**src/rtl/core/hhtd_pkg.sv**
```systemverilog
`timescale 1ns / 1ps
// ----------------------------------------------------------------------------
// hhtd_pkg
// Shared types and constants of the timed heading-hold drive core.
// ----------------------------------------------------------------------------
package hhtd_pkg;

  // Field widths.
  localparam int unsigned YAW_W     = 16;
  localparam int unsigned SPEED_W   = 10;
  localparam int unsigned DIST_W    = 16;
  localparam int unsigned RATE_W    = 10;
  localparam int unsigned DB_W      = 15;
  localparam int unsigned GAIN_W    = 8;
  localparam int unsigned CFG_W     = 16;
  localparam int unsigned CFG_IDX_W = 3;
  localparam int unsigned STATUS_W  = 3;
  localparam int unsigned TIME_W    = 32;

  // Drive constants.
  localparam logic [TIME_W-1:0]  TICK_MS     = 32'd10;
  localparam logic [SPEED_W-1:0] SPEED_LIMIT = 10'd999;

  // Run time division: distance * 1e6 / (speed * rate), one quotient bit a cycle.
  localparam int unsigned NUM_W     = 36;
  localparam int unsigned DIV_W     = 20;
  localparam int unsigned DIV_CNT_W = 6;
  localparam logic [NUM_W-1:0]     SCALE         = 36'd1000000;
  localparam logic [DIV_W-1:0]     ZERO_RATE_DIV = 20'd1000;
  localparam logic [DIV_CNT_W-1:0] DIV_STEPS     = 6'd36;

  // Heading error and correction.
  localparam int unsigned ERR_W   = 18;
  localparam int unsigned MAG_W   = 15;
  localparam int unsigned PROD_W  = 23;
  localparam int unsigned RECIP_W = 18;
  localparam int unsigned Q0_W    = 17;
  localparam int unsigned REM_W   = 24;
  localparam logic signed [ERR_W-1:0] WRAP_LIM  = 18'sd18000;
  localparam logic signed [ERR_W-1:0] WRAP_SPAN = 18'sd36000;
  // floor(2^24 / 100); the estimate is at most one below the true quotient.
  localparam logic [RECIP_W-1:0] RECIP       = 18'd167772;
  localparam int unsigned        RECIP_SHIFT = 24;
  localparam logic [REM_W-1:0]   HUNDRED     = 24'd100;

  // Configuration register indexes.
  typedef enum logic [CFG_IDX_W-1:0] {
    REG_BASE_SPEED      = 3'd0,
    REG_TARGET_DISTANCE = 3'd1,
    REG_RATE_MILLI      = 3'd2,
    REG_DEADBAND        = 3'd3,
    REG_GAIN            = 3'd4,
    REG_MAX_CORRECTION  = 3'd5
  } cfg_reg_e;

  // Result status codes.
  typedef enum logic [STATUS_W-1:0] {
    STAT_REJECTED = 3'd0,
    STAT_STARTED  = 3'd1,
    STAT_DRIVING  = 3'd2,
    STAT_STOPPED  = 3'd3,
    STAT_IDLE     = 3'd4
  } status_e;

  // Controller states.
  typedef enum logic [3:0] {
    S_IDLE,
    S_DISPATCH,
    S_START,
    S_DIV,
    S_COMMIT,
    S_TICK,
    S_MUL1,
    S_MUL2,
    S_FIN,
    S_DONE
  } ctrl_state_e;

  // Commands from the controller to the datapath.
  typedef struct packed {
    logic in_load;
    logic set_reject;
    logic prep_div;
    logic div_step;
    logic commit;
    logic set_idle;
    logic set_stop;
    logic wrap;
    logic mul1;
    logic mul2;
    logic fin;
    logic out_load;
  } cmd_t;

  // Status from the datapath to the controller.
  typedef struct packed {
    logic op_tick;
    logic reject;
    logic running;
    logic time_up;
    logic div_last;
    logic out_free;
  } dp_status_t;

endpackage

```
**src/rtl/core/heading_hold_timed_drive_core.sv**
```systemverilog
`timescale 1ns / 1ps
// ----------------------------------------------------------------------------
// heading_hold_timed_drive_core
// Timed straight drive with proportional heading hold and deadband.
// ----------------------------------------------------------------------------
// One item is in work at a time and each gives exactly one result. A tick
// goes through dispatch, the tick test, two multiply steps and the finish step
// to its result; an idle tick or a stop goes from the tick test to the result.
// An accepted start runs the run time divider, which retires one quotient bit
// per cycle over 36 steps, then commits; a rejected start ends at the start test.
// The input is ready again in the cycle after the result is loaded, and a loaded
// result may wait for the sink while the next item is taken and worked on.
module heading_hold_timed_drive_core (
  input  logic                             clk_i,
  input  logic                             rst_ni,
  // Input stream.
  input  logic                             s_axis_tvalid,
  output logic                             s_axis_tready,
  input  logic [15:0]                      s_axis_tdata,  // [15:0] yaw_raw
  input  logic [0:0]                       s_axis_tuser,  // [0] operation
  // Result stream.
  output logic                             m_axis_tvalid,
  input  logic                             m_axis_tready,
  output logic [23:0]                      m_axis_tdata,  // [9:0] left_cmd,
                                                          // [19:10] right_cmd
  output logic [2:0]                       m_axis_tuser,  // [2:0] status
  // Configuration write port.
  input  logic                             cfg_we_i,
  input  logic [hhtd_pkg::CFG_IDX_W-1:0]   cfg_idx_i,
  input  logic [hhtd_pkg::CFG_W-1:0]       cfg_data_i
);
  import hhtd_pkg::*;

  cmd_t               cmd;
  dp_status_t         dp_stat;
  logic [SPEED_W-1:0] left;
  logic [SPEED_W-1:0] right;

  // Sequencer.
  hhtd_ctrl u_ctrl (
    .clk_i      (clk_i),
    .rst_ni     (rst_ni),
    .in_valid_i (s_axis_tvalid),
    .in_ready_o (s_axis_tready),
    .stat_i     (dp_stat),
    .cmd_o      (cmd)
  );

  // Datapath.
  hhtd_dp u_dp (
    .clk_i        (clk_i),
    .rst_ni       (rst_ni),
    .cfg_we_i     (cfg_we_i),
    .cfg_idx_i    (cfg_idx_i),
    .cfg_data_i   (cfg_data_i),
    .in_op_i      (s_axis_tuser[0]),
    .in_yaw_i     (s_axis_tdata),
    .out_ready_i  (m_axis_tready),
    .out_valid_o  (m_axis_tvalid),
    .out_status_o (m_axis_tuser),
    .out_left_o   (left),
    .out_right_o  (right),
    .cmd_i        (cmd),
    .stat_o       (dp_stat)
  );

  assign m_axis_tdata = {4'b0000, right, left};

`ifndef SYNTHESIS
  // Only a driving result carries nonzero wheel speeds.
  a_speed_zero: assert property (@(posedge clk_i) disable iff (!rst_ni)
    m_axis_tvalid && (m_axis_tuser != STAT_DRIVING) |-> (m_axis_tdata == '0))
    else $error("wheel speed nonzero outside a driving result");

  // Wheel commands never exceed the speed limit.
  a_speed_limit: assert property (@(posedge clk_i) disable iff (!rst_ni)
    m_axis_tvalid |-> (left <= SPEED_LIMIT) && (right <= SPEED_LIMIT))
    else $error("wheel speed above limit");

  // One item at a time: input is not ready right after a transfer.
  a_one_item: assert property (@(posedge clk_i) disable iff (!rst_ni)
    s_axis_tvalid && s_axis_tready |=> !s_axis_tready)
    else $error("input ready right after a transfer");

  // A new result is loaded only into a free output register.
  a_no_overwrite: assert property (@(posedge clk_i) disable iff (!rst_ni)
    cmd.out_load |-> (!m_axis_tvalid || m_axis_tready))
    else $error("pending result overwritten");
`endif

endmodule

```
**src/rtl/core/hhtd_ctrl.sv**
```systemverilog
`timescale 1ns / 1ps
// ----------------------------------------------------------------------------
// hhtd_ctrl
// Sequencer of the drive core: walks one item through the datapath steps.
// ----------------------------------------------------------------------------
module hhtd_ctrl (
  input  logic                clk_i,
  input  logic                rst_ni,
  input  logic                in_valid_i,
  output logic                in_ready_o,
  input  hhtd_pkg::dp_status_t stat_i,
  output hhtd_pkg::cmd_t      cmd_o
);
  import hhtd_pkg::*;

  ctrl_state_e state_q, state_d;

  // State register.
  always_ff @(posedge clk_i or negedge rst_ni) begin
    if (!rst_ni) begin
      state_q <= S_IDLE;
    end else begin
      state_q <= state_d;
    end
  end

  // Next state.
  always_comb begin
    state_d = state_q;
    unique case (state_q)
      S_IDLE:     if (in_valid_i) state_d = S_DISPATCH;
      S_DISPATCH: state_d = stat_i.op_tick ? S_TICK : S_START;
      S_START:    state_d = stat_i.reject ? S_DONE : S_DIV;
      S_DIV:      if (stat_i.div_last) state_d = S_COMMIT;
      S_COMMIT:   state_d = S_DONE;
      S_TICK: begin
        if (!stat_i.running || stat_i.time_up) begin
          state_d = S_DONE;
        end else begin
          state_d = S_MUL1;
        end
      end
      S_MUL1:     state_d = S_MUL2;
      S_MUL2:     state_d = S_FIN;
      S_FIN:      state_d = S_DONE;
      S_DONE:     if (stat_i.out_free) state_d = S_IDLE;
      default:    state_d = S_IDLE;
    endcase
  end

  // Command outputs.
  always_comb begin
    cmd_o      = '0;
    in_ready_o = 1'b0;
    unique case (state_q)
      S_IDLE: begin
        in_ready_o     = 1'b1;
        cmd_o.in_load  = in_valid_i;
      end
      S_DISPATCH: ;
      S_START: begin
        cmd_o.set_reject = stat_i.reject;
        cmd_o.prep_div   = !stat_i.reject;
      end
      S_DIV:    cmd_o.div_step = 1'b1;
      S_COMMIT: cmd_o.commit = 1'b1;
      S_TICK: begin
        cmd_o.set_idle = !stat_i.running;
        cmd_o.set_stop = stat_i.running && stat_i.time_up;
        cmd_o.wrap     = stat_i.running && !stat_i.time_up;
      end
      S_MUL1:   cmd_o.mul1 = 1'b1;
      S_MUL2:   cmd_o.mul2 = 1'b1;
      S_FIN:    cmd_o.fin = 1'b1;
      S_DONE:   cmd_o.out_load = stat_i.out_free;
      default: ;
    endcase
  end

endmodule

```
**src/rtl/core/hhtd_dp.sv**
```systemverilog
`timescale 1ns / 1ps
// ----------------------------------------------------------------------------
// hhtd_dp
// Datapath of the drive core: configuration, run state, run time divider,
// heading correction and the output register.
// ----------------------------------------------------------------------------
module hhtd_dp (
  input  logic                              clk_i,
  input  logic                              rst_ni,
  input  logic                              cfg_we_i,
  input  logic [hhtd_pkg::CFG_IDX_W-1:0]    cfg_idx_i,
  input  logic [hhtd_pkg::CFG_W-1:0]        cfg_data_i,
  input  logic                              in_op_i,
  input  logic [hhtd_pkg::YAW_W-1:0]        in_yaw_i,
  input  logic                              out_ready_i,
  output logic                              out_valid_o,
  output logic [hhtd_pkg::STATUS_W-1:0]     out_status_o,
  output logic [hhtd_pkg::SPEED_W-1:0]      out_left_o,
  output logic [hhtd_pkg::SPEED_W-1:0]      out_right_o,
  input  hhtd_pkg::cmd_t                    cmd_i,
  output hhtd_pkg::dp_status_t              stat_o
);
  import hhtd_pkg::*;

  // Configuration registers.
  logic [SPEED_W-1:0] base_q;
  logic [DIST_W-1:0]  dist_q;
  logic [RATE_W-1:0]  rate_q;
  logic [DB_W-1:0]    db_q;
  logic [GAIN_W-1:0]  gain_q;
  logic [SPEED_W-1:0] maxc_q;

  always_ff @(posedge clk_i or negedge rst_ni) begin
    if (!rst_ni) begin
      base_q <= 10'd300;
      dist_q <= 16'd0;
      rate_q <= 10'd60;
      db_q   <= 15'd200;
      gain_q <= 8'd12;
      maxc_q <= 10'd150;
    end else if (cfg_we_i) begin
      unique case (cfg_idx_i)
        REG_BASE_SPEED:      base_q <= cfg_data_i[SPEED_W-1:0];
        REG_TARGET_DISTANCE: dist_q <= cfg_data_i[DIST_W-1:0];
        REG_RATE_MILLI:      rate_q <= cfg_data_i[RATE_W-1:0];
        REG_DEADBAND:        db_q   <= cfg_data_i[DB_W-1:0];
        REG_GAIN:            gain_q <= cfg_data_i[GAIN_W-1:0];
        REG_MAX_CORRECTION:  maxc_q <= cfg_data_i[SPEED_W-1:0];
        default: ;
      endcase
    end
  end

  // Captured input item.
  logic             op_q;
  logic [YAW_W-1:0] yaw_q;

  always_ff @(posedge clk_i) begin
    if (cmd_i.in_load) begin
      op_q  <= in_op_i;
      yaw_q <= in_yaw_i;
    end
  end

  // Run state.
  logic              running_q;
  logic [YAW_W-1:0]  held_q;
  logic [TIME_W-1:0] run_q;
  logic [TIME_W-1:0] elapsed_q;

  // Divider registers: the dividend shifts out at the top while quotient bits
  // shift in at the bottom.
  logic [NUM_W-1:0]     num_q;
  logic [DIV_W-1:0]     div_q;
  logic [DIV_W-1:0]     rem_q;
  logic [DIV_CNT_W-1:0] cnt_q;

  // Correction pipeline registers.
  logic signed [ERR_W-1:0]   err_q;
  logic                      pos_q;
  logic                      neg_q;
  logic [PROD_W-1:0]         prod1_q;
  logic [PROD_W+RECIP_W-1:0] prod2_q;

  // Result held until the output register is free.
  status_e            res_status_q;
  logic [SPEED_W-1:0] res_left_q;
  logic [SPEED_W-1:0] res_right_q;

  // Start setup: numerator and divisor products.
  logic [DIV_W-1:0] speed_rate;
  assign speed_rate = DIV_W'(base_q) * DIV_W'(rate_q);

  // One restoring division step.
  logic [DIV_W:0] rem_sh;
  logic [DIV_W:0] rem_sub;
  logic           q_bit;
  assign rem_sh  = {rem_q, num_q[NUM_W-1]};
  assign rem_sub = rem_sh - {1'b0, div_q};
  assign q_bit   = rem_sh >= {1'b0, div_q};

  // Heading error wrapped once into the half turn.
  logic signed [ERR_W-1:0] err_raw;
  logic signed [ERR_W-1:0] err_w1;
  logic signed [ERR_W-1:0] err_w2;
  assign err_raw = ERR_W'($signed(yaw_q)) - ERR_W'($signed(held_q));
  assign err_w1  = (err_raw > WRAP_LIM) ? err_raw - WRAP_SPAN : err_raw;
  assign err_w2  = (err_w1 < -WRAP_LIM) ? err_w1 + WRAP_SPAN : err_w1;

  // Deadband test and error magnitude.
  logic signed [ERR_W-1:0] db_s;
  logic signed [ERR_W-1:0] err_neg;
  logic                    pos_hit;
  logic                    neg_hit;
  logic [MAG_W-1:0]        mag;
  assign db_s    = $signed({3'b000, db_q});
  assign err_neg = -err_q;
  assign pos_hit = err_q > db_s;
  assign neg_hit = err_q < -db_s;
  assign mag     = pos_hit ? err_q[MAG_W-1:0] : err_neg[MAG_W-1:0];

  // Divide by one hundred: reciprocal estimate plus one correction step.
  logic [Q0_W-1:0]    q0;
  logic [REM_W-1:0]   q0_x100;
  logic [REM_W-1:0]   q0_rem;
  logic [Q0_W-1:0]    corr_full;
  logic [SPEED_W-1:0] corr;
  logic [SPEED_W:0]   left_sum;
  logic [SPEED_W:0]   right_sum;
  logic [SPEED_W-1:0] left_sat;
  logic [SPEED_W-1:0] right_sat;
  assign q0        = prod2_q[RECIP_SHIFT +: Q0_W];
  assign q0_x100   = REM_W'(q0) * HUNDRED;
  assign q0_rem    = REM_W'(prod1_q) - q0_x100;
  assign corr_full = (q0_rem >= HUNDRED) ? q0 + Q0_W'(1) : q0;
  assign corr      = (corr_full > Q0_W'(maxc_q)) ? maxc_q : corr_full[SPEED_W-1:0];
  assign left_sum  = (SPEED_W+1)'(base_q) + (pos_q ? (SPEED_W+1)'(corr) : '0);
  assign right_sum = (SPEED_W+1)'(base_q) + (neg_q ? (SPEED_W+1)'(corr) : '0);
  assign left_sat  = (left_sum > (SPEED_W+1)'(SPEED_LIMIT)) ? SPEED_LIMIT
                                                            : left_sum[SPEED_W-1:0];
  assign right_sat = (right_sum > (SPEED_W+1)'(SPEED_LIMIT)) ? SPEED_LIMIT
                                                             : right_sum[SPEED_W-1:0];

  // Run state: updated on commit, stop and drive steps.
  always_ff @(posedge clk_i or negedge rst_ni) begin
    if (!rst_ni) begin
      running_q <= 1'b0;
      held_q    <= '0;
      run_q     <= '0;
      elapsed_q <= '0;
    end else if (cmd_i.commit) begin
      running_q <= 1'b1;
      held_q    <= yaw_q;
      run_q     <= (|num_q[NUM_W-1:TIME_W]) ? '1 : num_q[TIME_W-1:0];
      elapsed_q <= '0;
    end else if (cmd_i.set_stop) begin
      running_q <= 1'b0;
    end else if (cmd_i.fin) begin
      elapsed_q <= (elapsed_q > ('1 - TICK_MS)) ? '1 : elapsed_q + TICK_MS;
    end
  end

  // Divider.
  always_ff @(posedge clk_i or negedge rst_ni) begin
    if (!rst_ni) begin
      cnt_q <= '0;
    end else if (cmd_i.prep_div) begin
      cnt_q <= DIV_STEPS;
    end else if (cmd_i.div_step) begin
      cnt_q <= cnt_q - DIV_CNT_W'(1);
    end
  end

  always_ff @(posedge clk_i) begin
    if (cmd_i.prep_div) begin
      num_q <= NUM_W'(dist_q) * SCALE;
      div_q <= (speed_rate == '0) ? ZERO_RATE_DIV : speed_rate;
      rem_q <= '0;
    end else if (cmd_i.div_step) begin
      num_q <= {num_q[NUM_W-2:0], q_bit};
      rem_q <= q_bit ? rem_sub[DIV_W-1:0] : rem_sh[DIV_W-1:0];
    end
  end

  // Correction pipeline.
  always_ff @(posedge clk_i) begin
    if (cmd_i.wrap) begin
      err_q <= err_w2;
    end
    if (cmd_i.mul1) begin
      pos_q   <= pos_hit;
      neg_q   <= neg_hit;
      prod1_q <= PROD_W'(mag) * PROD_W'(gain_q);
    end
    if (cmd_i.mul2) begin
      prod2_q <= (PROD_W+RECIP_W)'(prod1_q) * (PROD_W+RECIP_W)'(RECIP);
    end
  end

  // Result staging.
  always_ff @(posedge clk_i) begin
    if (cmd_i.set_reject) begin
      res_status_q <= STAT_REJECTED;
      res_left_q   <= '0;
      res_right_q  <= '0;
    end else if (cmd_i.commit) begin
      res_status_q <= STAT_STARTED;
      res_left_q   <= '0;
      res_right_q  <= '0;
    end else if (cmd_i.set_idle) begin
      res_status_q <= STAT_IDLE;
      res_left_q   <= '0;
      res_right_q  <= '0;
    end else if (cmd_i.set_stop) begin
      res_status_q <= STAT_STOPPED;
      res_left_q   <= '0;
      res_right_q  <= '0;
    end else if (cmd_i.fin) begin
      res_status_q <= STAT_DRIVING;
      res_left_q   <= left_sat;
      res_right_q  <= right_sat;
    end
  end

  // Output register.
  logic               out_valid_q;
  logic [STATUS_W-1:0] out_status_q;
  logic [SPEED_W-1:0] out_left_q;
  logic [SPEED_W-1:0] out_right_q;

  always_ff @(posedge clk_i or negedge rst_ni) begin
    if (!rst_ni) begin
      out_valid_q <= 1'b0;
    end else if (cmd_i.out_load) begin
      out_valid_q <= 1'b1;
    end else if (out_ready_i) begin
      out_valid_q <= 1'b0;
    end
  end

  always_ff @(posedge clk_i) begin
    if (cmd_i.out_load) begin
      out_status_q <= res_status_q;
      out_left_q   <= res_left_q;
      out_right_q  <= res_right_q;
    end
  end

  assign out_valid_o  = out_valid_q;
  assign out_status_o = out_status_q;
  assign out_left_o   = out_left_q;
  assign out_right_o  = out_right_q;

  // Status to the controller.
  assign stat_o.op_tick  = op_q;
  assign stat_o.reject   = (base_q == '0) || (dist_q == '0);
  assign stat_o.running  = running_q;
  assign stat_o.time_up  = elapsed_q >= run_q;
  assign stat_o.div_last = cnt_q == DIV_CNT_W'(1);
  assign stat_o.out_free = !out_valid_q || out_ready_i;

endmodule
```
**config.mk**
```make
export PLATFORM = sky130hd
export DESIGN_NAME = heading_hold_timed_drive_core
export DESIGN_NICKNAME = d
export VERILOG_FILES = /design/src/rtl/core/hhtd_pkg.sv /design/src/rtl/core/heading_hold_timed_drive_core.sv /design/src/rtl/core/hhtd_ctrl.sv /design/src/rtl/core/hhtd_dp.sv
export SDC_FILE = /design/constraint.sdc
export NUM_CORES = 2
export LEC_CHECK = 0
export BUFFER_PORTS_ARGS = -buffer_cell sky130_fd_sc_hd__buf_2
export CAP_MARGIN = 20
export CORE_UTILIZATION = 40
export CTS_BUF_LIST = sky130_fd_sc_hd__clkbuf_8 sky130_fd_sc_hd__clkbuf_16
export DETAILED_ROUTE_END_ITERATION = 10
export GPL_ROUTABILITY_DRIVEN = 0
export PLACE_DENSITY = 0.67
export SYNTH_ARGS = -nofsm -noshare
export SYNTH_HDL_FRONTEND = slang
export SYNTH_HIERARCHICAL = 1
export SYNTH_SLANG_ARGS = --single-unit
```
**constraint.sdc**
```tcl
create_clock -name clk_i -period 12.4 [get_ports clk_i]
set_clock_uncertainty 0.05 [all_clocks]
set_input_delay 2.48 -clock clk_i [delete_from_list [all_inputs] [get_ports clk_i]]
set_output_delay 2.48 -clock clk_i [all_outputs]
set_load 0.005 [all_outputs]
```
==> impl_metrics.yaml <==
status:
  status: "completed"
clock_network:
  cts_tree: "yes"
  cts_max_path_buffers: 3
  hold_buffers: 0
  clk_pin_slew_ns: 0.06
  clock_latency_ns: 0.60
  htree_levels: 2
  cts_buffers: 42
  cts.sink_count: 360
  clockRootBuffer: "clkbuf_16"
synth:
  synth.avg_cell_area_um2: 9.93
  synth_edf_count: 150
  yosysSeqAreaShare_pct: 24.2
  synth-xor-area-share_pct: 4.78
  ys_ff_latch: 360
  synth_top_area_share_pct: 19.3
  synth_cell_type_count: 100
  synth_area_um2: 39400
  synth_top_family_by_area: "adder cells"
  yosys-top-cells-area: "ha_1 (19%), fa_1 (19%), edfxtp_1 (11%)"
  synth_adder_area_share_pct: 38.0
  syn_inst: 3965
  yosysTopAreaCell: "ha_1"
  ys_async_sr_fraction_pct: 44.7
  synthSimpleGateAreaFrac_pct: 11.9
  dominantRegCellSynth: "edfxtp_1"
  synth_compound_area_share_pct: 11.5
  synth_mux_area_share_pct: 2.67
  yosysWarnings: 6
final_layout:
  fin_nets: 5030
  synthToLayoutAreaGrowth_pct: 8.80
  layout-drive-gt1-share_pct: 8.18
  fin_cells: 5324
  antenna_cells: 0
run:
  max_cap_violations: 0
grt:
  grt_usage_pct: 18.4
  first_global_vias: 28000
  overflow: 0
  antenna_found_initial: 1
  grt_max_degree: 87
  grt_first_pass_wirelength_mm: 147
hold_path:
  hp-class: "flop to flop"
timing:
  fin_crit_sh_pct: 94.2
  drv_slew: 0
  max_slew_margin_pct: 24.7
  fmax_ghz: 0.0857
  hold_viol_final: 0
  tightest_slew_ns: 1.12
  setup_viol: 0
  min_period_ns: 11.67
critical_path:
  reg2reg_to: "u_dp/res_right_q[5]"
  crit_start: "u_dp/prod2_q[27]"
  r2r_cells: 61
  crit_end: "u_dp/res_right_q[5]"
  cp_num_buf_inv: 5
  end_kind: "flop"
  start_kind: "flop"
  regToRegSetupSlack_ns: 0.73
  cpMaxStageDelayCell: "or4_4"
  max_stage_delay_ns: 0.58
  required_ns: 12.83
  critical_path_class: "flop to flop"
  cp.arrival_ns: 12.11
  r2r_start: "u_dp/prod2_q[27]"
  cp_num_cells: 61
  critical_path_peak_fanout: 6
  critPathTopFamily: "compound AO/OA/AOI/OAI gates"
route:
  firstDrtPassIters: 5
  drt-total-wl_mm: 89.4
  via_count: 27800
  via_per_inst: 5.22
  drcViolationCount: 0
  final_antenna_net_count: 0
  drtIter0Drc: 1483
  wire_per_inst_um: 16.8
die:
  dieWidth_um: 316
  std_cell_rows: 114
  die_area_um2: 99700
  core_area_um2: 97100
  die_y_um: 316
  initial_core_util_pct: 40.5
  ios: 70
placement:
  placed_cells: 5228
  place_hpwl_mm: 71.2
  port_buffers: 65
==> layout make-up <==
class / count / area, um2
fillers: 9084 / 54300
well taps: 1276 / 1600
multi-input cells: 2904 / 27300
inverters: 593 / 2230
clock buffers: 46 / 1110
flip-flops and latches: 360 / 9540
repair buffers: 113 / 744
clock inverters: 32 / 294
==> metrics by stage <==
step	hold WS [ns]	area [um2]	setup slack, ns	util (%)	setup TNS (ns)
floorplan	0.353	39400	0.672	-	0
global placement	0.377	41100	0.140	42.3	0
detailed placement	0.368	41100	-0.0419	42.3	-0.154
CTS	0.385	42500	0.0440	43.8	0
global route	0.397	42800	-0.0578	44.1	-0.168
finish	0.382	42800	0.725	44.1	0
==> per-layer routing <==
layer / global-route usage, % / part of all wire (%)
met5: 0 / 0.015
met4: 5.34 / 2.9
met3: 1.95 / 3.3
met2: 31.0 / 47
met1: 24.9 / 46
==> placed cells by master, fill, tap and decap left out, types with 62 or more instances in the layout <==
| master | Yosys | final |
|---|---|---|
| xor2_1 | 63 | 62 |
| ha_1 | 608 | 605 |
| inv_1 | 591 | 597 |
| and2_1 | 91 | 91 |
| nor2_1 | 179 | 177 |
| dfrtp_1 | 144 | 144 |
| a21oi_1 | 144 | 137 |
| edfxtp_1 | 150 | 150 |
| nor2b_1 | 70 | 67 |
| xnor2_1 | 152 | 151 |
| fa_1 | 367 | 365 |
| nand3_1 | 71 | 71 |
| nand2_1 | 281 | 281 |
| o21ai_0 | 163 | 155 |
| buf_2 | 5 | 65 |
==> cells by family after synthesis <==
kind of cell,count (synthesis)
DFF,360
muxes,96
xor gates and xnor gates,215
adders and majority gates,975
AOI/OAI and AO/OA,675
and+or+nand+nor,939
buffers and inverters,704
other,1
==> worst min path at each step <==
stage	from	endpoint	slack (ns)	cells past startpoint
2_1_floorplan	u_dp/res_left_q[0]	u_dp/out_left_o[0]	0.35	0
3_3_place_gp	u_dp/res_left_q[2]	u_dp/out_left_o[2]	0.38	0
3_5_place_dp	u_dp/res_right_q[1]	u_dp/out_right_o[1]	0.37	0
4_1_cts	u_dp/res_right_q[8]	u_dp/out_right_o[8]	0.39	0
5_1_grt	u_dp/res_left_q[2]	u_dp/out_left_o[2]	0.40	0
6_report	u_dp/res_left_q[2]	u_dp/out_left_o[2]	0.38	0
==> sequential cells by signal (all words and copies together), names as in the netlist, 6 cells and up <==
| name | cells |
|---|---|
| u_dp/dist_q | 16 |
| u_dp/maxc_q | 10 |
| u_dp/db_q | 15 |
| u_dp/held_q | 16 |
| u_dp/res_right_q | 10 |
| u_dp/out_left_o | 10 |
| u_dp/run_q | 32 |
| u_dp/rem_q | 20 |
| u_dp/elapsed_q | 32 |
| u_dp/base_q | 10 |
| u_dp/div_q | 20 |
| u_dp/yaw_q | 16 |
| u_dp/num_q | 36 |
| u_dp/cnt_q | 6 |
| u_dp/gain_q | 8 |
| u_dp/prod2_q | 17 |
| u_dp/rate_q | 10 |
| u_dp/err_q | 18 |
| u_dp/out_right_o | 10 |
| u_dp/prod1_q | 23 |
| u_dp/res_left_q | 10 |
==> synth_stat cells (7+ instances only) <==
cell type and instances:
dfxtp_1 49, mux2i_1 34, dfrtp_1 144, buf_4 7, nor2b_1 70, o22ai_1 8
clkbuf_1 90, mux2_2 57, a22oi_1 7, and2_1 91, nand3_1 71, nand2_1 281
a211oi_1 26, nand2b_1 46, o21a_1 37, a311oi_1 7, nor3_1 57, nor4_1 22
or3_1 17, or4_1 9, dfstp_2 17, nor3b_1 7, o21bai_1 27, nand4_1 27
a31oi_1 15, o21ai_0 163, a22o_1 28, and3_1 21, o21ai_1 9, o211ai_1 20
a21o_1 49, o22a_1 35, a21oi_1 144, xnor2_1 152, inv_1 591, o31ai_1 10
nor2_1 179, edfxtp_1 150, fa_1 367, o221a_2 9, a21boi_0 9, ha_1 608
xor2_1 63
==> repair_timing <==
item | CTS | global route
buffers inserted | 0 | 14
endpoints found under the setup margin | 10 | 20
gates cloned | 0 | 0
gates resized for setup | 3 | 39
pin swaps | 1 | 14
Power is left out: the tool's default activity adds up to more than one toggle a clock period on the data nets, which glitch-free logic cannot reach.
